## src/sv/gcab_ram.sv

```systemverilog
// Generic single-port-write, one-read synchronous RAM, registered read.
// Depends on nothing.
module gcab_ram #(
    parameter int Depth = 256,
    parameter int Width = 10
) (
    input  logic                     i_clk,
    input  logic                     i_we,
    input  logic [$clog2(Depth)-1:0] i_waddr,
    input  logic [Width-1:0]         i_wdata,
    input  logic [$clog2(Depth)-1:0] i_raddr,
    output logic [Width-1:0]         o_rdata
);
    logic [Width-1:0] r_mem [Depth];
    always_ff @(posedge i_clk) begin
        if (i_we) begin
            r_mem[i_waddr] <= i_wdata;
        end
        o_rdata <= r_mem[i_raddr];
    end
endmodule

```

## config.mk

```make
export PLATFORM = sky130hd
export DESIGN_NAME = gcab_ram
export DESIGN_NICKNAME = d
export VERILOG_FILES = /design/src/sv/gcab_ram.sv
export SDC_FILE = /design/constraint.sdc
export NUM_CORES = 2
export LEC_CHECK = 0
export BUFFER_PORTS_ARGS = -buffer_cell sky130_fd_sc_hd__buf_2
export CORE_MARGIN = 1
export CORE_UTILIZATION = 25
export DETAILED_ROUTE_END_ITERATION = 16
export PLACE_DENSITY = 0.46
export SYNTH_ARGS = -nofsm -noshare
export SYNTH_HDL_FRONTEND = slang
export SYNTH_SLANG_ARGS = --single-unit
export TNS_END_PERCENT = 30
```

## constraint.sdc

```tcl
create_clock -name i_clk -period 5.2 [get_ports i_clk]
set_input_delay 1.04 -clock i_clk [delete_from_list [all_inputs] [get_ports i_clk]]
set_output_delay 1.04 -clock i_clk [all_outputs]
set_load 0.02 [all_outputs]
```

# Yosys cells after proc, flatten, opt, wreduce, memory -nomap -nowiden

Memory sizes are Yosys's and may differ from the RTL's. A register that Yosys moved wholly into a read port is not among the register bits.
Index checks and enable logic that the tools add are counted.

Bits in registers: 0
Memory bits (writable): 2560
Input bits: 28
Logic and storage cells: 3
Memories: 1

Memory list:

| name  | depth | width | rd ports | clocked after memory_dff | wr ports | line | text |
|---|---|---|---|---|---|---|---|
| r_mem | 256   | 10    | 1        | 1                        | 1        | 14   | `logic [Width-1:0] r_mem [Depth];` |

Muxes and demuxes: 2

Operators with widths:

| operator         | count |
|---|---|
| 2-to-1 mux 1 bit | 2 |

# Longest topological paths before layout

Word-level depth: 2
Mapped depth: 12

# Worst setup path after synthesis

No wires, ideal clock.

Kind: input to register
From: input port i_raddr[0]
To: register o_rdata[3], read port of r_mem
Setup time: 126 ps
Data arrival time: 2856 ps
Data required time: 5074 ps
Path slack: 2219 ps
Stages on the path: 9
Path buffers: 4
Path through: buf_4 buf_8 buf_8 buf_2 mux4_2 a22oi_1 a21oi_1 nor4_1 nor3_1

RTL lines:

| element     | line | text |
|---|---|---|
| from (decl) | 11   | `input logic [$clog2(Depth)-1:0] i_raddr,` |
| to (decl)   | 12   | `output logic [Width-1:0] o_rdata` |

==> flow_summary_export.csv <==
group,metric,value,unit
outcome,status,"finished clean",
floorplan,die_x,632,um
hold_path,holdPathStages,1,
hold_path,hp-class,"primary input to flop",
layout,final_common_cell,"edfxtp_1",
floorplan,rows,231,
clock_network,clock_latency,0.87,ns
power,p_sw,9.67,mW
floorplan,core_area,395000,um^2
drt,wl_per_cell,27.8,um
layout,nets,5117,
floorplan,pin_count,38,
drt,drc_errors,0,
synth,syn_inst,4642,
layout,fin_area,117000,um^2
global_routing,grt_pass1_wl,409000,um
sta,finalSetupViolations,0,
clock_network,clockBufferDepth,4,
drt,met3WireLength,14500,um
critical_path,end_kind,"flop",
critical_path,r2r-start,"r_mem[210][8]",
synth,synth_seq_cells,2570,
sta,finalSetupTns,0,ns
global_routing,grt_use_total,14.4,%
drt,routed_wl,293000,um
critical_path,ff2ff_setup_slack,2.01,ns
power,switching_share,21.8,%
critical_path,r2r_cells,7,
sta,period_share,80.3,%
synth,synth_cell_type_count,53,
clock_network,cts_max_level,5,
drt,dr.pass1.iters,6,
floorplan,dieArea,400000,um^2
clock_network,cts_made_buffers,278,
drt,drt_iter0_markers,4911,
critical_path,cp-start-kind,"primary input",
drt,num_vias,49100,
power,comb_power_share,5.1,%
clock_network,cts_hold_buf,0,
hold_path,holdPathEnd,"r_mem[144][3]",
layout,fillers,38600,
global_routing,grt_pass1_vias,50500,
synth,synth_nets,4670,
synth,synth_edf_count,2560,
place,post-place-ws,0.0985,ns
layout,drive_gt1_share,25.4,%
synth,netlist_area,99300,um^2
critical_path,critPathMaxStageDelay,1.15,ns
critical_path,critical_path.max_fanout,38,
place,io_buffer_count,37,
critical_path,worst_ep_required_time,5.86,ns
place,dp_hpwl,187000,um
sta,slew_headroom,6.72,%
drt,wl_met1,126000,um
synth,async_reset_ff_share,0,%
clock_network,cts_tree,"done",
sta,tightestPinTransition,1.39,ns
sta,slew_violations,0,
power,ir_drop,0.241,mV
layout,seq_area,77100,um^2
drt,ant_nets,0,
global_routing,grt_start_max_net_pins,154,
drt,top_layer_used,"met4",
critical_path,cp.arrival,4.83,ns
run,cap_violations,0,
drt,wl_met2,144000,um
floorplan,die_h,632,um
layout,multiInputGateArea,20400,um^2
layout,fin_util,29.5,%
synth,avgSynthCellArea,21.4,um^2
clock_network,post_cts_resized,0,
synth,ys_seq_area_share,77.7,%
layout,layout_common_cells,"edfxtp_1, mux4_2, buf_4",
power,p_leak,36.0,nW
synth,synthFlopType,"edfxtp_1",
synth,yosys_warnings,0,
drt,avgViaCountPerCell,4.65,
sta,rsz0062_at_grt,"no",
floorplan,start_util,25.1,%
clock_network,post_cts_buffers,0,
power,power_density,380,nW/um^2
global_routing,antenna_found_initial,15,
sta,final.min_clock_period,4.17,ns
sta,fmax,0.240,GHz
power,p_clk_share,43.2,%
sta,finalWorstSetupSlack,1.03,ns
layout,syn2layout_area_growth,17.5,%
clock_network,root_buffer,"clkbuf_16",
sta,finalHoldViolations,0,
power,p_seq_share,51.7,%
global_routing,grt_overflow,0,
critical_path,slowest_stage,"nor3_1",
critical_path,r2r-end,"o_rdata[8]",
place,placed_cell_area,108000,um^2
critical_path,crit_path_cell_trace,"buf_8 -> buf_12 -> buf_4 -> mux4_2 -> a22oi_1 -> a21oi_1 -> nor3_1 -> nor4_1",
sta,fin_skew,0.0404,ns
hold_path,min_from,"i_wdata[3]",
clock_network,cts.clk_slew.worst_paths,0.06,ns
clock_network,clock_sinks,2570,
place,place.gp.congestion,0.857,
power,p_int,34.7,mW
critical_path,crit_type,"primary input to flop",
-- worst max-delay path by stage --
stage	cells after the start	start	slack, ns	to
3_5_place_dp	9	i_raddr[0]	0.1	o_rdata[8]
3_3_place_gp	10	i_raddr[0]	0.11	o_rdata[0]
4_1_cts	9	i_raddr[0]	1.02	o_rdata[8]
2_1_floorplan	9	i_raddr[0]	2.22	o_rdata[3]
6_report	8	i_raddr[0]	1.03	o_rdata[8]
5_1_grt	9	i_raddr[0]	1.02	o_rdata[8]
-- routing by layer --
layer	global-route usage, %	vias up
li1	-	20500
met1	19.2	26800
met5	0	-
met3	2.16	368
met4	4.40	0
met2	24.1	1426
-- power by group through the flow --
stage | Combinational, mW | Clock [mW] | Sequential (mW)
after CTS | 2.30 | 19.6 | 22.9
after global placement | 2.28 | 0 | 23.4
after global routing | 2.36 | 20.3 | 22.9
final | 2.25 | 19.2 | 22.9
after floorplan | 1.10 | 0 | 23.3
after detailed placement | 2.29 | 0 | 23.4
-- kinds of logic after synthesis --
group	count (synthesis)	synth area share (%)
DFF	2570	77.7
muxes	746	14.4
AOI/OAI and AO/OA	525	3.71
and+or+nand+nor	514	2.32
buffers and inverters	287	1.88
-- per-stage QoR --
stage	power (mW)	hold WS [ns]	cells
2_1_floorplan	24.4	0.780	4642
3_3_place_gp	25.6	1.09	10100
3_5_place_dp	25.7	1.07	10100
4_1_cts	44.8	0.676	10500
5_1_grt	45.6	0.688	10600
6_report	44.3	0.716	10600
-- critical path: cells and delay by family --
kind,cells,cell delay (ns)
AOI/OAI and AO/OA,2,0.68
and+or+nand+nor,2,1.32
buffers and inverters,3,1.14
muxes,1,0.55
-- synthesized netlist by cell type, types with 13 or more instances --
| master | n | area [um^2] |
|---|---|---|
| o221ai_1 | 40 | 350 |
| nand3_1 | 39 | 195 |
| buf_6 | 24 | 270 |
| edfxtp_1 | 2560 | 76900 |
| mux4_2 | 495 | 11100 |
| buf_1 | 19 | 71.3 |
| a21oi_1 | 113 | 566 |
| buf_2 | 48 | 240 |
| buf_4 | 29 | 218 |
| buf_8 | 16 | 240 |
| nor2b_1 | 24 | 150 |
| mux2i_1 | 210 | 2100 |
| a22o_1 | 13 | 114 |
| nor4_1 | 27 | 169 |
| nor3_1 | 32 | 160 |
| mux4_1 | 41 | 1080 |
| buf_12 | 16 | 320 |
| a22oi_1 | 191 | 1430 |
| o22ai_1 | 57 | 357 |
| nand2_1 | 47 | 176 |
| nor2_1 | 292 | 1100 |
| a221oi_1 | 15 | 131 |
| clkbuf_1 | 131 | 492 |
-- final cells by class --
class / count / share of cell area, %
flip-flops and latches: 2570 / 66.1
multi-input cells: 1785 / 17.5
clock buffers: 349 / 6.32
well taps: 5242 / 5.63
repair buffers: 451 / 3.32
clock inverters: 134 / 1.07
diodes: 25 / 0.0537
inverters: 3 / 0.00966
-- registers in the layout (all words and copies together) (netlist names) --
signal,cells
r_mem,2560
o_rdata,10
Power figures use the tool's default switching activity.
